### src/rtl/core/rssi_presence_tracker_macros.svh
// Assertion macros shared by the presence tracker RTL.
// Depends on nothing; users must have clk_i and rst_ni in scope.
`ifndef RSSI_PRESENCE_TRACKER_MACROS_SVH
`define RSSI_PRESENCE_TRACKER_MACROS_SVH

// Clocked implication or plain property, disabled while in reset.
`define RPT_ASSERT(lbl, prop, msg) \
  lbl: assert property (@(posedge clk_i) disable iff (!rst_ni) prop) \
    else $error(msg);

// Condition that must never be true outside reset.
`define RPT_ASSERT_NEVER(lbl, cond, msg) \
  lbl: assert property (@(posedge clk_i) disable iff (!rst_ni) !(cond)) \
    else $error(msg);

`endif

### src/rtl/core/rpt_pkg.sv
// Package of the presence tracker: payload structs, codes and reset values.
// Used by the top module, the sequencer and the event monitor; depends on nothing.
`timescale 1ns / 1ps

package rpt_pkg;

  // Operation codes of an input item.
  localparam logic OP_BEACON = 1'b0;
  localparam logic OP_SWEEP  = 1'b1;

  // Event kinds of a result item.
  localparam logic [1:0] KIND_DETECT     = 2'd0;
  localparam logic [1:0] KIND_ABSENT     = 2'd1;
  localparam logic [1:0] KIND_SWEEP_DONE = 2'd2;

  // Configuration port and register indexes.
  localparam int CfgIdxW  = 8;
  localparam int CfgDataW = 16;
  localparam logic [CfgIdxW-1:0] CFG_ACQ_THR       = 8'd0;
  localparam logic [CfgIdxW-1:0] CFG_DET_THR       = 8'd1;
  localparam logic [CfgIdxW-1:0] CFG_DETECT_DELAY  = 8'd2;
  localparam logic [CfgIdxW-1:0] CFG_ABSENT_DELAY  = 8'd3;

  // Register values after reset.
  localparam logic signed [7:0] ACQ_THR_RST      = -8'sd70;
  localparam logic signed [7:0] DET_THR_RST      = -8'sd60;
  localparam logic [15:0]       DETECT_DELAY_RST = 16'd15;
  localparam logic [15:0]       ABSENT_DELAY_RST = 16'd30;

  // At most this many ABSENT events in one sweep.
  localparam int                AbsCntW    = 6;
  localparam logic [AbsCntW-1:0] MAX_ABSENT = 6'd32;

  typedef struct packed {
    logic              operation;
    logic [15:0]       tag_id;
    logic signed [7:0] rssi;
    logic [31:0]       now_sec;
  } item_t;

  typedef struct packed {
    logic [1:0]  event_kind;
    logic [15:0] event_tag;
    logic [31:0] event_time;
    logic        last;
  } result_t;

  // One word of the entry memory.
  typedef struct packed {
    logic [15:0] tag;
    logic [31:0] first_seen;
    logic [31:0] absent_since;
  } entry_t;

  typedef enum logic [1:0] {
    ST_IDLE,
    ST_SCAN,
    ST_LAST,
    ST_FINISH
  } state_e;

  // Strobes from the sequencer to the datapath.
  typedef struct packed {
    logic rd_en;
    logic proc_valid;
    logic finish;
  } seq_ctrl_t;

endpackage

### src/rtl/core/rssi_presence_tracker.sv
// Presence tracker of neighbour tags from beacon signal strength.
// Every item but a beacon with tag zero walks the whole table, one entry per cycle through the
// single read port of the entry memory: busy stays high from the accepting edge until the walk
// and its finishing step are done, and no new item is accepted while busy is high. A beacon
// with tag zero is accepted, does nothing and leaves busy low. Results leave as one-cycle
// strobes on res_strobe_o and cannot be held off: a beacon gives at most one DETECT with last
// set in the first cycle with busy low again, and a sweep gives its ABSENT events during the
// walk and then the sweep finished marker with last set in that same cycle. No clearing pass
// after reset is needed. Configuration writes are always taken and must only be made while
// idle.
// Depends on rpt_pkg, rpt_seq, rpt_elapsed, rpt_ram and the assertion macro header.
`timescale 1ns / 1ps
`include "rssi_presence_tracker_macros.svh"

module rssi_presence_tracker #(
  parameter int TABLE_DEPTH = 32
) (
  input  logic                            clk_i,
  input  logic                            rst_ni,
  input  logic                            start,
  output logic                            busy,
  input  rpt_pkg::item_t                  item_i,
  output logic                            res_strobe_o,
  output rpt_pkg::result_t                res_o,
  input  logic                            cfg_valid_i,
  output logic                            cfg_ready_o,
  input  logic [rpt_pkg::CfgIdxW-1:0]     cfg_index_i,
  input  logic [rpt_pkg::CfgDataW-1:0]    cfg_data_i
);

  import rpt_pkg::*;

  localparam int AddrW = (TABLE_DEPTH > 1) ? $clog2(TABLE_DEPTH) : 1;

  // Configuration registers.
  logic signed [7:0] acq_thr_q, det_thr_q;
  logic [15:0]       detect_delay_q, absent_delay_q;

  // Latched item, per-entry flags and search results.
  item_t                  item_q;
  logic [TABLE_DEPTH-1:0] occ_q, occ_d;
  logic [TABLE_DEPTH-1:0] det_q, det_d;
  logic [TABLE_DEPTH-1:0] seen_q, seen_d;
  logic                   found_v_q, found_v_d;
  logic [AddrW-1:0]       found_idx_q, found_idx_d;
  logic [31:0]            found_fs_q, found_fs_d;
  logic                   free_v_q, free_v_d;
  logic [AddrW-1:0]       free_idx_q, free_idx_d;
  logic [AbsCntW-1:0]     abs_cnt_q, abs_cnt_d;

  // Result register.
  logic    res_strobe_q, res_strobe_d;
  result_t res_q, res_d;

  // Sequencer, memory and shared unit connections.
  logic             accept, go;
  seq_ctrl_t        ctrl;
  logic [AddrW-1:0] rd_addr, proc_idx;
  entry_t           rd_data, wdata;
  logic             we;
  logic [AddrW-1:0] waddr;
  logic [31:0]      el_base, eff_fa;
  logic [15:0]      el_delay;
  logic             reached;
  logic signed [7:0] thr;
  logic             pass;

  assign accept      = start && !busy;
  assign go          = accept && !((item_i.operation == OP_BEACON) && (item_i.tag_id == 16'd0));
  assign cfg_ready_o = 1'b1;

  rpt_seq #(
    .TABLE_DEPTH(TABLE_DEPTH)
  ) u_seq (
    .clk_i     (clk_i),
    .rst_ni    (rst_ni),
    .go_i      (go),
    .busy_o    (busy),
    .rd_addr_o (rd_addr),
    .proc_idx_o(proc_idx),
    .ctrl_o    (ctrl)
  );

  rpt_ram #(
    .Width($bits(entry_t)),
    .Depth(TABLE_DEPTH)
  ) u_entry_ram (
    .clk_i  (clk_i),
    .we_i   (we),
    .waddr_i(waddr),
    .wdata_i(wdata),
    .re_i   (ctrl.rd_en),
    .raddr_i(rd_addr),
    .rdata_o(rd_data)
  );

  // A zero first absent time means unset; the sweep then starts it now.
  assign eff_fa = (rd_data.absent_since == 32'd0) ? item_q.now_sec : rd_data.absent_since;

  // The elapsed unit serves the DETECT check at the finish and the ABSENT check in the walk.
  assign el_base  = ctrl.finish ? found_fs_q : eff_fa;
  assign el_delay = ctrl.finish ? detect_delay_q : absent_delay_q;

  rpt_elapsed u_elapsed (
    .now_i    (item_q.now_sec),
    .base_i   (el_base),
    .delay_i  (el_delay),
    .reached_o(reached)
  );

  // Detected tags need the stricter threshold, which gives hysteresis.
  assign thr  = (found_v_q && det_q[found_idx_q]) ? det_thr_q : acq_thr_q;
  assign pass = $signed(item_q.rssi) > $signed(thr);

  // Table update, memory write and result selection.
  always_comb begin
    occ_d        = occ_q;
    det_d        = det_q;
    seen_d       = seen_q;
    found_v_d    = found_v_q;
    found_idx_d  = found_idx_q;
    found_fs_d   = found_fs_q;
    free_v_d     = free_v_q;
    free_idx_d   = free_idx_q;
    abs_cnt_d    = abs_cnt_q;
    res_strobe_d = 1'b0;
    res_d        = res_q;
    we           = 1'b0;
    waddr        = proc_idx;
    wdata        = rd_data;

    if (accept) begin
      found_v_d = 1'b0;
      free_v_d  = 1'b0;
      abs_cnt_d = '0;
    end

    if (ctrl.proc_valid) begin
      if (item_q.operation == OP_BEACON) begin
        // First matching entry and first free entry.
        if (!found_v_q && occ_q[proc_idx] && (rd_data.tag == item_q.tag_id)) begin
          found_v_d   = 1'b1;
          found_idx_d = proc_idx;
          found_fs_d  = rd_data.first_seen;
        end
        if (!free_v_q && !occ_q[proc_idx]) begin
          free_v_d   = 1'b1;
          free_idx_d = proc_idx;
        end
      end else if (occ_q[proc_idx]) begin
        if (seen_q[proc_idx]) begin
          // Seen since the last sweep: restart the absence watch.
          seen_d[proc_idx]   = 1'b0;
          we                 = 1'b1;
          wdata.absent_since = 32'd0;
        end else if (!det_q[proc_idx]) begin
          occ_d[proc_idx] = 1'b0;
        end else if (reached && (abs_cnt_q < MAX_ABSENT)) begin
          occ_d[proc_idx]  = 1'b0;
          det_d[proc_idx]  = 1'b0;
          abs_cnt_d        = abs_cnt_q + 1'b1;
          res_strobe_d     = 1'b1;
          res_d.event_kind = KIND_ABSENT;
          res_d.event_tag  = rd_data.tag;
          res_d.event_time = eff_fa;
          res_d.last       = 1'b0;
        end else begin
          we                 = 1'b1;
          wdata.absent_since = eff_fa;
        end
      end
    end

    if (ctrl.finish) begin
      if (item_q.operation == OP_SWEEP) begin
        res_strobe_d     = 1'b1;
        res_d.event_kind = KIND_SWEEP_DONE;
        res_d.event_tag  = 16'd0;
        res_d.event_time = 32'd0;
        res_d.last       = 1'b1;
      end else if (pass) begin
        if (found_v_q) begin
          seen_d[found_idx_q] = 1'b1;
          if (reached && !det_q[found_idx_q]) begin
            det_d[found_idx_q] = 1'b1;
            res_strobe_d       = 1'b1;
            res_d.event_kind   = KIND_DETECT;
            res_d.event_tag    = item_q.tag_id;
            res_d.event_time   = found_fs_q;
            res_d.last         = 1'b1;
          end
        end else if (free_v_q) begin
          // New tag takes the lowest free entry.
          we                 = 1'b1;
          waddr              = free_idx_q;
          wdata.tag          = item_q.tag_id;
          wdata.first_seen   = item_q.now_sec;
          wdata.absent_since = 32'd0;
          occ_d[free_idx_q]  = 1'b1;
          det_d[free_idx_q]  = 1'b0;
          seen_d[free_idx_q] = 1'b1;
        end
      end
    end
  end

  // Configuration register writes.
  always_ff @(posedge clk_i or negedge rst_ni) begin
    if (!rst_ni) begin
      acq_thr_q      <= ACQ_THR_RST;
      det_thr_q      <= DET_THR_RST;
      detect_delay_q <= DETECT_DELAY_RST;
      absent_delay_q <= ABSENT_DELAY_RST;
    end else if (cfg_valid_i && cfg_ready_o) begin
      unique case (cfg_index_i)
        CFG_ACQ_THR:      acq_thr_q      <= $signed(cfg_data_i[7:0]);
        CFG_DET_THR:      det_thr_q      <= $signed(cfg_data_i[7:0]);
        CFG_DETECT_DELAY: detect_delay_q <= cfg_data_i;
        CFG_ABSENT_DELAY: absent_delay_q <= cfg_data_i;
        default: begin
        end
      endcase
    end
  end

  // Control state.
  always_ff @(posedge clk_i or negedge rst_ni) begin
    if (!rst_ni) begin
      occ_q        <= '0;
      det_q        <= '0;
      seen_q       <= '0;
      found_v_q    <= 1'b0;
      free_v_q     <= 1'b0;
      abs_cnt_q    <= '0;
      res_strobe_q <= 1'b0;
    end else begin
      occ_q        <= occ_d;
      det_q        <= det_d;
      seen_q       <= seen_d;
      found_v_q    <= found_v_d;
      free_v_q     <= free_v_d;
      abs_cnt_q    <= abs_cnt_d;
      res_strobe_q <= res_strobe_d;
    end
  end

  // Payload registers.
  always_ff @(posedge clk_i) begin
    if (accept) begin
      item_q <= item_i;
    end
    found_idx_q <= found_idx_d;
    found_fs_q  <= found_fs_d;
    free_idx_q  <= free_idx_d;
    res_q       <= res_d;
  end

  assign res_strobe_o = res_strobe_q;
  assign res_o        = res_q;

  // A sweep transfer always starts the table walk.
  `RPT_ASSERT(a_sweep_starts, (accept && (item_i.operation == OP_SWEEP)) |=> busy, "no walk")
  // The final result of an item is never directly followed by another result.
  `RPT_ASSERT(a_last_alone, (res_strobe_o && res_o.last) |=> !res_strobe_o, "result after last")
  // Detected and seen flags only stand on occupied entries.
  `RPT_ASSERT_NEVER(a_flags_occ, ((det_q | seen_q) & ~occ_q) != '0, "flag on free entry")

endmodule

### src/rtl/core/rpt_ram.sv
// Generic single-port-write, single-port-read RAM with a registered read.
// Depends on nothing.
`timescale 1ns / 1ps

module rpt_ram #(
  parameter int Width = 8,
  parameter int Depth = 32,
  localparam int AddrW = (Depth > 1) ? $clog2(Depth) : 1
) (
  input  logic             clk_i,
  input  logic             we_i,
  input  logic [AddrW-1:0] waddr_i,
  input  logic [Width-1:0] wdata_i,
  input  logic             re_i,
  input  logic [AddrW-1:0] raddr_i,
  output logic [Width-1:0] rdata_o
);

  logic [Width-1:0] mem_q [Depth];
  logic [Width-1:0] rdata_q;

  // Write port and registered read port.
  always_ff @(posedge clk_i) begin
    if (we_i) begin
      mem_q[waddr_i] <= wdata_i;
    end
    if (re_i) begin
      rdata_q <= mem_q[raddr_i];
    end
  end

  assign rdata_o = rdata_q;

endmodule

### src/rtl/core/rpt_elapsed.sv
// Shared elapsed-time unit: checks whether a wrapping time difference has
// reached a delay. Depends on nothing.
`timescale 1ns / 1ps

module rpt_elapsed (
  input  logic [31:0] now_i,
  input  logic [31:0] base_i,
  input  logic [15:0] delay_i,
  output logic        reached_o
);

  logic [31:0] diff;

  // The difference wraps modulo 2^32, as the time counter does.
  assign diff      = now_i - base_i;
  assign reached_o = (diff >= {16'd0, delay_i});

endmodule

### src/rtl/core/rpt_seq.sv
// Sequencer of the presence tracker: walks the entry memory one address per
// cycle and marks the processing and finishing cycles. Uses rpt_pkg.
`timescale 1ns / 1ps

module rpt_seq #(
  parameter int TABLE_DEPTH = 32,
  localparam int AddrW = (TABLE_DEPTH > 1) ? $clog2(TABLE_DEPTH) : 1
) (
  input  logic                  clk_i,
  input  logic                  rst_ni,
  input  logic                  go_i,
  output logic                  busy_o,
  output logic [AddrW-1:0]      rd_addr_o,
  output logic [AddrW-1:0]      proc_idx_o,
  output rpt_pkg::seq_ctrl_t    ctrl_o
);

  import rpt_pkg::*;

  localparam logic [AddrW-1:0] LastAddr = AddrW'(TABLE_DEPTH - 1);

  state_e           state_q, state_d;
  logic [AddrW-1:0] addr_q, addr_d;
  logic             proc_valid_q;
  logic [AddrW-1:0] proc_idx_q;
  logic             rd_en;
  logic             finish;

  // Next state and walk address.
  always_comb begin
    state_d = state_q;
    addr_d  = addr_q;
    unique case (state_q)
      ST_IDLE: begin
        if (go_i) begin
          state_d = ST_SCAN;
          addr_d  = '0;
        end
      end
      ST_SCAN: begin
        addr_d = addr_q + 1'b1;
        if (addr_q == LastAddr) begin
          state_d = ST_LAST;
        end
      end
      ST_LAST: begin
        state_d = ST_FINISH;
      end
      ST_FINISH: begin
        state_d = ST_IDLE;
      end
      default: begin
        state_d = ST_IDLE;
      end
    endcase
  end

  // Outputs decoded from the state.
  always_comb begin
    rd_en  = 1'b0;
    finish = 1'b0;
    busy_o = 1'b1;
    unique case (state_q)
      ST_IDLE:   busy_o = 1'b0;
      ST_SCAN:   rd_en  = 1'b1;
      ST_LAST:   rd_en  = 1'b0;
      ST_FINISH: finish = 1'b1;
      default:   busy_o = 1'b0;
    endcase
  end

  // Strobes packed in the order of the control struct.
  assign ctrl_o     = {rd_en, proc_valid_q, finish};
  assign rd_addr_o  = addr_q;
  assign proc_idx_o = proc_idx_q;

  // State registers; read data is valid in the cycle after the read.
  always_ff @(posedge clk_i or negedge rst_ni) begin
    if (!rst_ni) begin
      state_q      <= ST_IDLE;
      addr_q       <= '0;
      proc_valid_q <= 1'b0;
    end else begin
      state_q      <= state_d;
      addr_q       <= addr_d;
      proc_valid_q <= rd_en;
    end
  end

  always_ff @(posedge clk_i) begin
    proc_idx_q <= addr_q;
  end

endmodule

### config.mk
export PLATFORM = sky130hd
export DESIGN_NAME = rssi_presence_tracker
export DESIGN_NICKNAME = d
export VERILOG_FILES = /design/src/rtl/core/rpt_pkg.sv /design/src/rtl/core/rssi_presence_tracker.sv /design/src/rtl/core/rpt_ram.sv /design/src/rtl/core/rpt_elapsed.sv /design/src/rtl/core/rpt_seq.sv
export VERILOG_INCLUDE_DIRS = /design/src /design/src/rtl/core
export SDC_FILE = /design/constraint.sdc
export NUM_CORES = 2
export LEC_CHECK = 0
export ABC_AREA = 0
export ABC_CLOCK_PERIOD_IN_PS = 14650
export BUFFER_PORTS_ARGS = -buffer_cell sky130_fd_sc_hd__buf_4
export CAP_MARGIN = 0
export CORE_UTILIZATION = 60
export CTS_CLUSTER_DIAMETER = 50
export DETAILED_ROUTE_END_ITERATION = 10
export HOLD_SLACK_MARGIN = 0.12
export PLACE_DENSITY_LB_ADDON = 0.25
export SYNTH_ARGS = -nofsm -noshare
export SYNTH_HDL_FRONTEND = slang
export SYNTH_HIERARCHICAL = 1
export SYNTH_SLANG_ARGS = --single-unit
### constraint.sdc
create_clock -name clk_i -period 14.65 [get_ports clk_i]
set_clock_uncertainty 0.15 [all_clocks]
set_input_delay 3.6625 -clock clk_i [delete_from_list [all_inputs] [get_ports clk_i]]
set_output_delay 3.6625 -clock clk_i [all_outputs]
set_load 0.02 [all_outputs]
# ---- After elaboration in Yosys (flattened, before gate mapping)
# Memories as Yosys holds them, arrays and structs flattened. A register that Yosys moved wholly into a read port is not among the register bits.
# Index checks and enable logic that the tools add are counted.
# Widths: inputs -> output; s select.
dict set report word_totals {
  elab_cells 215
  mem_count 1
  latch_bits 0
  out_inout_bits 54
  inputBits 85
  ff_bits 316
  mem_bits_ro 0
  ramBits 2560
}
dict set report op_classes {
  n_mul 0
  n_reduce_logical 30
  shifts 0
  n_eq_ne 10
  order_cmp 9
  div_mod_pow 0
  bitwise 12
  n_addsub 3
  n_mux 124
}
# name depth word_bits read_ports rd_ports_with_merged_regs write_ports line
set mem_list {}
lappend mem_list {u_entry_ram.mem_q 32 80 1 1 1 rpt_ram.sv:19} ;# logic [Width-1:0] mem_q [Depth];
# operator n
set ops {}
lappend ops {{$mux 32} 40}
lappend ops {{$mux 51} 11}
lappend ops {{$mux 80} 5}
lappend ops {{$and 32x32->32} 4}
lappend ops {{$or 32x32->32} 4}
lappend ops {{$not 32->32} 2}
lappend ops {{$mux 1} 42}
lappend ops {{$mux 6} 7}
lappend ops {{$ge 32x16->1} 1}
lappend ops {{$logic_not 32->1} 1}
lappend ops {{$sub 32x32->32} 1}
lappend ops {{$mux 5} 6}
lappend ops {{$bmux 1 s5} 4}
lappend ops {{$lt 5x6->1 const B} 3}
lappend ops {{$eq 16x16->1} 1}
lappend ops {{$eq 8x2->1 const B} 2}
lappend ops {{$logic_not 16->1} 1}
lappend ops {{$mux 16} 1}
lappend ops {{$demux 1 s5} 3}
lappend ops {{$ge 5x1->1 const B} 3}
lappend ops {{$logic_and 1x1->1} 12}
lappend ops {{$reduce_and 2->1} 6}
lappend ops {{$pmux 5 s2} 1}
lappend ops {{$eq 8x1->1 const B} 1}
lappend ops {{18 further kinds} 26}

# ---- Longest topological paths before layout
dict set report depth {
  ltp_word 19
  depth_mapped 33
  depth_no_buf 29
}

# ---- Modules after synthesis
# Netlist, hierarchy kept.
# mod instances area_per_inst_um2 cells_per_inst
set by_module_without_submodules {}
lappend by_module_without_submodules {rpt_ram 1 99704.4 4683}
lappend by_module_without_submodules {rssi_presence_tracker 1 15504.9 1493}
lappend by_module_without_submodules {rpt_elapsed 1 2612.5 373}
lappend by_module_without_submodules {rpt_seq 1 639.4 58}

# ---- Worst setup path after synthesis
# No wires, ideal clock.
dict set report synth_path {
  kind {register to register}
  from {register u_seq.state_q[1]}
  to {memory u_entry_ram/mem_q[12][0] in the netlist's numbering, enable pin}
  setup_slack_ns 4.307
  period_less_slack_ns 10.343
  required_time_ns 13.981
  path_buffers 4
  path_stages_with_launch 30
  t_arrival_ns 9.674
  path_cell_list {dfrtp_1 ha_1 buf_4 clkbuf_1 clkbuf_1 mux2_2 ha_1 fa_1 or2b_2 a21o_2 a211oi_1 a211oi_1 and2_1 xnor2_1 ha_1 a21oi_1 nand2_1 a2bb2oi_1 nand4_1 nor4_1 o2111ai_1 or4_1 nor4_1 o2111ai_1 nand2b_1 a21oi_1 o31ai_1 or3b_2 clkbuf_1 nor2_1}
}
dict set report synth_via {
  elab_chain_cells 19
}
# element line
set synth_rtl {}
lappend synth_rtl {{start, declared} rpt_seq.sv:22} ;# state_e state_q, state_d;
lappend synth_rtl {{start signal, assigned} rpt_seq.sv:84} ;# state_q <= state_d;
lappend synth_rtl {{$eq 2x2->1 *} rpt_seq.sv:63} ;# unique case (state_q)
lappend synth_rtl {{$mux 1 *} rpt_seq.sv:63}
lappend synth_rtl {{named net u_seq.finish} rpt_seq.sv:27} ;# logic finish;
lappend synth_rtl {{$mux 32 *} rssi_presence_tracker.sv:101} ;# assign el_base = ctrl.finish ? found_fs_q : eff_fa;
lappend synth_rtl {{named net el_base[0]} rssi_presence_tracker.sv:62} ;# logic [31:0] el_base, eff_fa;
lappend synth_rtl {{$sub 32x32->32 *} rpt_elapsed.sv:15} ;# assign diff = now_i - base_i;
lappend synth_rtl {{$ge 32x16->1 *} rpt_elapsed.sv:16} ;# assign reached_o = (diff >= {16'd0, delay_i});
lappend synth_rtl {{named net reached} rssi_presence_tracker.sv:64} ;# logic reached;
lappend synth_rtl {{[7 not listed]} --}
lappend synth_rtl {{$mux 1} rssi_presence_tracker.sv:192} ;# end else if (free_v_q) begin
lappend synth_rtl {{$mux 1} rssi_presence_tracker.sv:182} ;# if (found_v_q) begin
lappend synth_rtl {{$mux 1} rssi_presence_tracker.sv:181} ;# end else if (pass) begin
lappend synth_rtl {{$mux 1} rssi_presence_tracker.sv:175} ;# if (item_q.operation == OP_SWEEP) begin
lappend synth_rtl {{$mux 1 *} rssi_presence_tracker.sv:174} ;# if (ctrl.finish) begin
lappend synth_rtl {{named net we} rssi_presence_tracker.sv:60} ;# logic we;
lappend synth_rtl {{$mux 1 *} rpt_ram.sv:24} ;# if (we_i) begin
lappend synth_rtl {{$mux 1 (not written as such) *} rpt_ram.sv:25} ;# mem_q[waddr_i] <= wdata_i;
lappend synth_rtl {{end, declared} rpt_ram.sv:19}
# Mark *: on every way through the listed nets, which the timed path passes. The rest lies on a longest branch.

# ---- Worst setup path in the final report
dict set report layout_path {
  from {register u_entry_ram.rdata_q[23], in the netlist u_entry_ram/rdata_o[23], read port of u_entry_ram.mem_q}
  to {memory u_entry_ram/mem_q[26][39] in the netlist's numbering, enable pin}
}
dict set report layout_via {
  elab_chain_cells 19
}
# element line
set layout_rtl {}
lappend layout_rtl {{start, declared} rpt_ram.sv:20} ;# logic [Width-1:0] rdata_q;
lappend layout_rtl {{$logic_not 32->1 *} rssi_presence_tracker.sv:98} ;# assign eff_fa = (rd_data.absent_since == 32'd0) ? item_q.now_sec : rd_data.absent_since;
lappend layout_rtl {{$mux 32 *} rssi_presence_tracker.sv:98}
lappend layout_rtl {{$mux 32 *} rssi_presence_tracker.sv:101}
lappend layout_rtl {{named net el_base[1]} rssi_presence_tracker.sv:62}
lappend layout_rtl {{$sub 32x32->32 *} rpt_elapsed.sv:15}
lappend layout_rtl {{$ge 32x16->1 *} rpt_elapsed.sv:16}
lappend layout_rtl {{named net reached} rssi_presence_tracker.sv:64}
lappend layout_rtl {{$logic_and 1x1->1 *} rssi_presence_tracker.sv:158} ;# end else if (reached && (abs_cnt_q < MAX_ABSENT)) begin
lappend layout_rtl {{[6 not listed]} --}
lappend layout_rtl {{$mux 1} rssi_presence_tracker.sv:192}
lappend layout_rtl {{$mux 1} rssi_presence_tracker.sv:182}
lappend layout_rtl {{$mux 1} rssi_presence_tracker.sv:181}
lappend layout_rtl {{$mux 1} rssi_presence_tracker.sv:175}
lappend layout_rtl {{$mux 1 *} rssi_presence_tracker.sv:174}
lappend layout_rtl {{named net we} rssi_presence_tracker.sv:60}
lappend layout_rtl {{$mux 1 *} rpt_ram.sv:24}
lappend layout_rtl {{$mux 1 (not written as such) *} rpt_ram.sv:25}
# Marks and branches as above.

==> key figures <==
CTS
  – PostCTS Resize Cnt: 0
  – Maximum buffer depth of the clock tree: 4
  – CTS tree: done
  – Clock sink count: 2956
  – CTS hold repair buffers: 0
  – # H-tree levels: 5
  – Root Driver: clkbuf_16
  – Worst skew pair latency: 0.94 ns
  – Post CTS Setup Buffer Count: 0
  – CTS Buf Count: 319
  – Clock Pin Slew Worst Setup and Hold Paths: 0.06 ns

Pwr
  – Cell Pwr Density: 188.1 mW/mm²
  – Total chip power: 24.87 mW
  – Static Leak: 43.89 nW
  – VDD IR-drop max: 0.1418 mV

Die
  – Starting density of the core: 0.6056
  – Full die area: 0.1992 mm²
  – Die Ht: 446.3 µm
  – Die width: 446.3 µm
  – Core Area: 0.1956 mm²
  – # IOs: 139
  – # rows: 162

Worst setup path
  – Flop-to-flop setup slack: 3.43 ns
  – Crit end category: register
  – FF-to-FF path depth: 27
  – Critical Path Source Type: register
  – Crit path required time: 14.99 ns
  – CP Max Fanout: 49
  – Reg2reg end: u_entry_ram/mem_q[26][39]
  – Critical Path Source: u_entry_ram/rdata_o[23]
  – Critical path class: register to register
  – WP data arrival: 11.56 ns
  – Worst R2R Start: u_entry_ram/rdata_o[23]

Global route
  – Gr usage total: 0.3401
  – Vias in the first global route: 65567
  – Remaining global-route overflow: 0
  – Largest net degree at the start of global routing: 136
  – First-pass GRT wire length: 477.8 mm
  – Initial antenna violation count: 14

STA
  – Worst slew pin tran: 1.466 ns
  – Fmax: 0.08913 GHz
  – Final setup viols: 0
  – Slew margin rel.: 0.02280
  – Setup TNS: 0 ns
  – Slew Viols, Final: 0
  – RSZ-0062 raised after global routing: false
  – Post-layout min period: 11.22 ns
  – Final Hold Vio Count: 0
  – Tcrit/Tclk final: 0.7658

Synth
  – Flops & latches, synth: 2956
  – Area leader, netlist: edfxtp_1
  – Syn Nets: 6756
  – Post-synth cell types: 98
  – Post-Syn Area: 0.1185 mm²
  – Post-synth top area share: 0.6943
  – Post-Syn Instances: 6607
  – Avg Inst Size Synth: 17.93 µm²
  – Post-synth EDFFs: 2739
  – Synth top area cells: edfxtp_1, mux2i_1, mux4_2
  – Synth Warn #: 6
  – Most common flop cell mapped by yosys: edfxtp_1
  – Post-synth ARST share: 0.05447
  – Sequential-to-total area share from yosys stat: 0.7380

Worst hold path
  – Sink of the worst hold path: found_fs_q[12]
  – Hold crit path type: register to register
  – Worst Hold Launch: u_entry_ram/rdata_o[44]
  – Hold Path Stages: 0

Layout
  – Share of layout cells above drive strength 1: 0.1806
  – Area Growth Syn to Fin: 11.64%
  – Final net count: 7000
  – # fillers: 12496
  – Final instance area: 0.1322 mm²

Detailed routing
  – DR DRC count: 0
  – Routed wire length: 338.3 mm
  – Vias per std cell: 6.935
  – Antenna-violating nets left: 0
  – Detailed-route via count: 67317
  – Initial DRT Pass Iterations: 9
  – DRT iter0 DRCs: 10270
  – WL/cell: 34.86 µm

Placed design
  – RD Place Congestion: 0.9457
  – IO buf count: 137
  – Placed cell areas: 0.1227 mm²
  – Post-DP HPWL: 194.3 mm

Job
  – Max Cap Viol: 0

Status
  – Status: finished, final reports clean
[per-layer routing]
metal | up-vias | track usage | wire length (µm)
met5 | - | 0 | 80
li1 | 27190 | - | -
met3 | 977 | 0.07141 | 39140
met2 | 4778 | 0.5226 | 155500
met4 | 14 | 0.1780 | 20950
met1 | 34358 | 0.4630 | 122700
[worst max-delay path, stage by stage (launching register included)]
cell and delay [ns]:
edfxtp_1 0.48, nor4_1 0.46, nand4_1 0.43, nor2_4 0.79
a21o_1 0.27, mux2_2 0.19, inv_1 0.05, ha_1 0.26
nor2b_1 0.14, o31a_1 0.28, o41ai_1 0.69, o21ai_0 0.17
a21oi_1 0.21, xnor2_1 0.15, ha_1 0.26, a21oi_1 0.16
o21ai_0 0.09, a2111oi_0 0.56, o2111ai_1 0.16, or4_1 0.53
nor4_1 0.29, o2111ai_1 0.18, nand2b_1 0.15, a21oi_1 0.08
o31ai_1 0.75, nand3b_1 0.85, nor2_4 0.97, buf_4 0.94
[final cells by class]
| type | count | area [µm²] | share of cell area |
|---|---|---|---|
| sequential | 2956 | 87440 | 0.6612 |
| clock buffer | 410 | 8501 | 0.06428 |
| clock inverter | 138 | 1081 | 0.008174 |
| antenna | 5 | 12.51 | 0.00009461 |
| timing repair buffer | 296 | 2426 | 0.01834 |
| tap | 2624 | 3283 | 0.02483 |
| inverter | 80 | 301.5 | 0.002280 |
| multi-input combinational | 3198 | 29210 | 0.2208 |
[stage by stage]
| stage | utilization | instances | setup WS [ns] | hold WS, ns |
|---|---|---|---|---|
| after global routing | 0.6761 | 9703 | 3.085 | 0.3029 |
| after floorplan | - | 6607 | 4.307 | 0.2573 |
| after global placement | 0.6271 | 9154 | 3.682 | 0.2810 |
| final | 0.6761 | 9707 | 3.431 | 0.3007 |
| after detailed placement | 0.6271 | 9154 | 3.702 | 0.2837 |
| after CTS | 0.6761 | 9702 | 3.649 | 0.2976 |
[state kept, by name, summed over array words and instances (netlist names), 16 cells and up]
register,flops
absent_delay_q,16
detect_delay_q,16
u_entry_ram/rdata_o,80
seen_q,32
item_q,57
occ_q,32
u_entry_ram/mem_q,2560
res_o,51
det_q,32
found_fs_q,32
[cell usage in the layout (no fill, tap or decap), types with 133 or more instances in the layout]
cell type	netlist	final
clkbuf_16	0	324
mux4_2	328	328
nand3_1	200	200
nand2_1	356	354
mux2i_1	749	749
dfrtp_1	145	140
a22oi_1	431	431
o21ai_0	137	133
buf_4	38	279
edfxtp_1	2739	2739
[cells by family (layout without fill, tap and decap cells)]
family	after synthesis	after routing	share of synthesized area
other	1	6	0.00003166
AO/OA/AOI/OAI	981	981	0.05842
adder cells (fa/ha/maj)	64	64	0.006823
buffers and inverters	453	924	0.01957
multiplexers	1177	1177	0.1352
flip-flops	2956	2956	0.7380
AND/OR/NAND/NOR	937	937	0.03921
XOR/XNOR	38	38	0.002810
[power by group]
| group | internal [mW] | switching [mW] |
|---|---|---|
| Sequential | 10.6 | 0.321 |
| Clock | 4.32 | 3.18 |
| Combinational | 2.07 | 4.34 |
| Total | 17.0 | 7.84 |
[cell usage after synthesis (7+ instances only)]
cell type  count
a22o_1        73
buf_4         38
edfxtp_1    2739
and3_1         9
buf_1         17
nand4_1       73
a21oi_1       76
nor2b_1       22
nor3_1        27
mux4_2       328
o21ai_0      137
dfxtp_1       56
inv_1         80
and2_1        19
o21a_1         9
a22oi_1      431
dfstp_2       16
dfrtp_1      145
xnor2_1       24
ha_1          63
a21boi_0      18
a21o_1        50
nand3_1      200
o211ai_1       7
mux2i_1      749
buf_6         35
nor4_1        25
clkbuf_1     144
buf_2        134
xor2_1        14
o31ai_1       18
a31oi_1       50
nor2_1        94
nand2_1      356
o22ai_1       56
mux2_2        99
nand2b_1      16
nor3b_1        9
nand3b_1      26
[how the worst max path moves through the flow]
stage | to | slack, ns | cells after the start
floorplan | u_entry_ram/mem_q[12][0] | 4.31 | 29
global placement | u_entry_ram/mem_q[26][68] | 3.68 | 27
detailed placement | u_entry_ram/mem_q[26][58] | 3.70 | 27
CTS | u_entry_ram/mem_q[11][69] | 3.65 | 27
global route | u_entry_ram/mem_q[26][39] | 3.09 | 27
finish | u_entry_ram/mem_q[26][39] | 3.43 | 27
No activity file was read; power rests on OpenSTA's default activity.
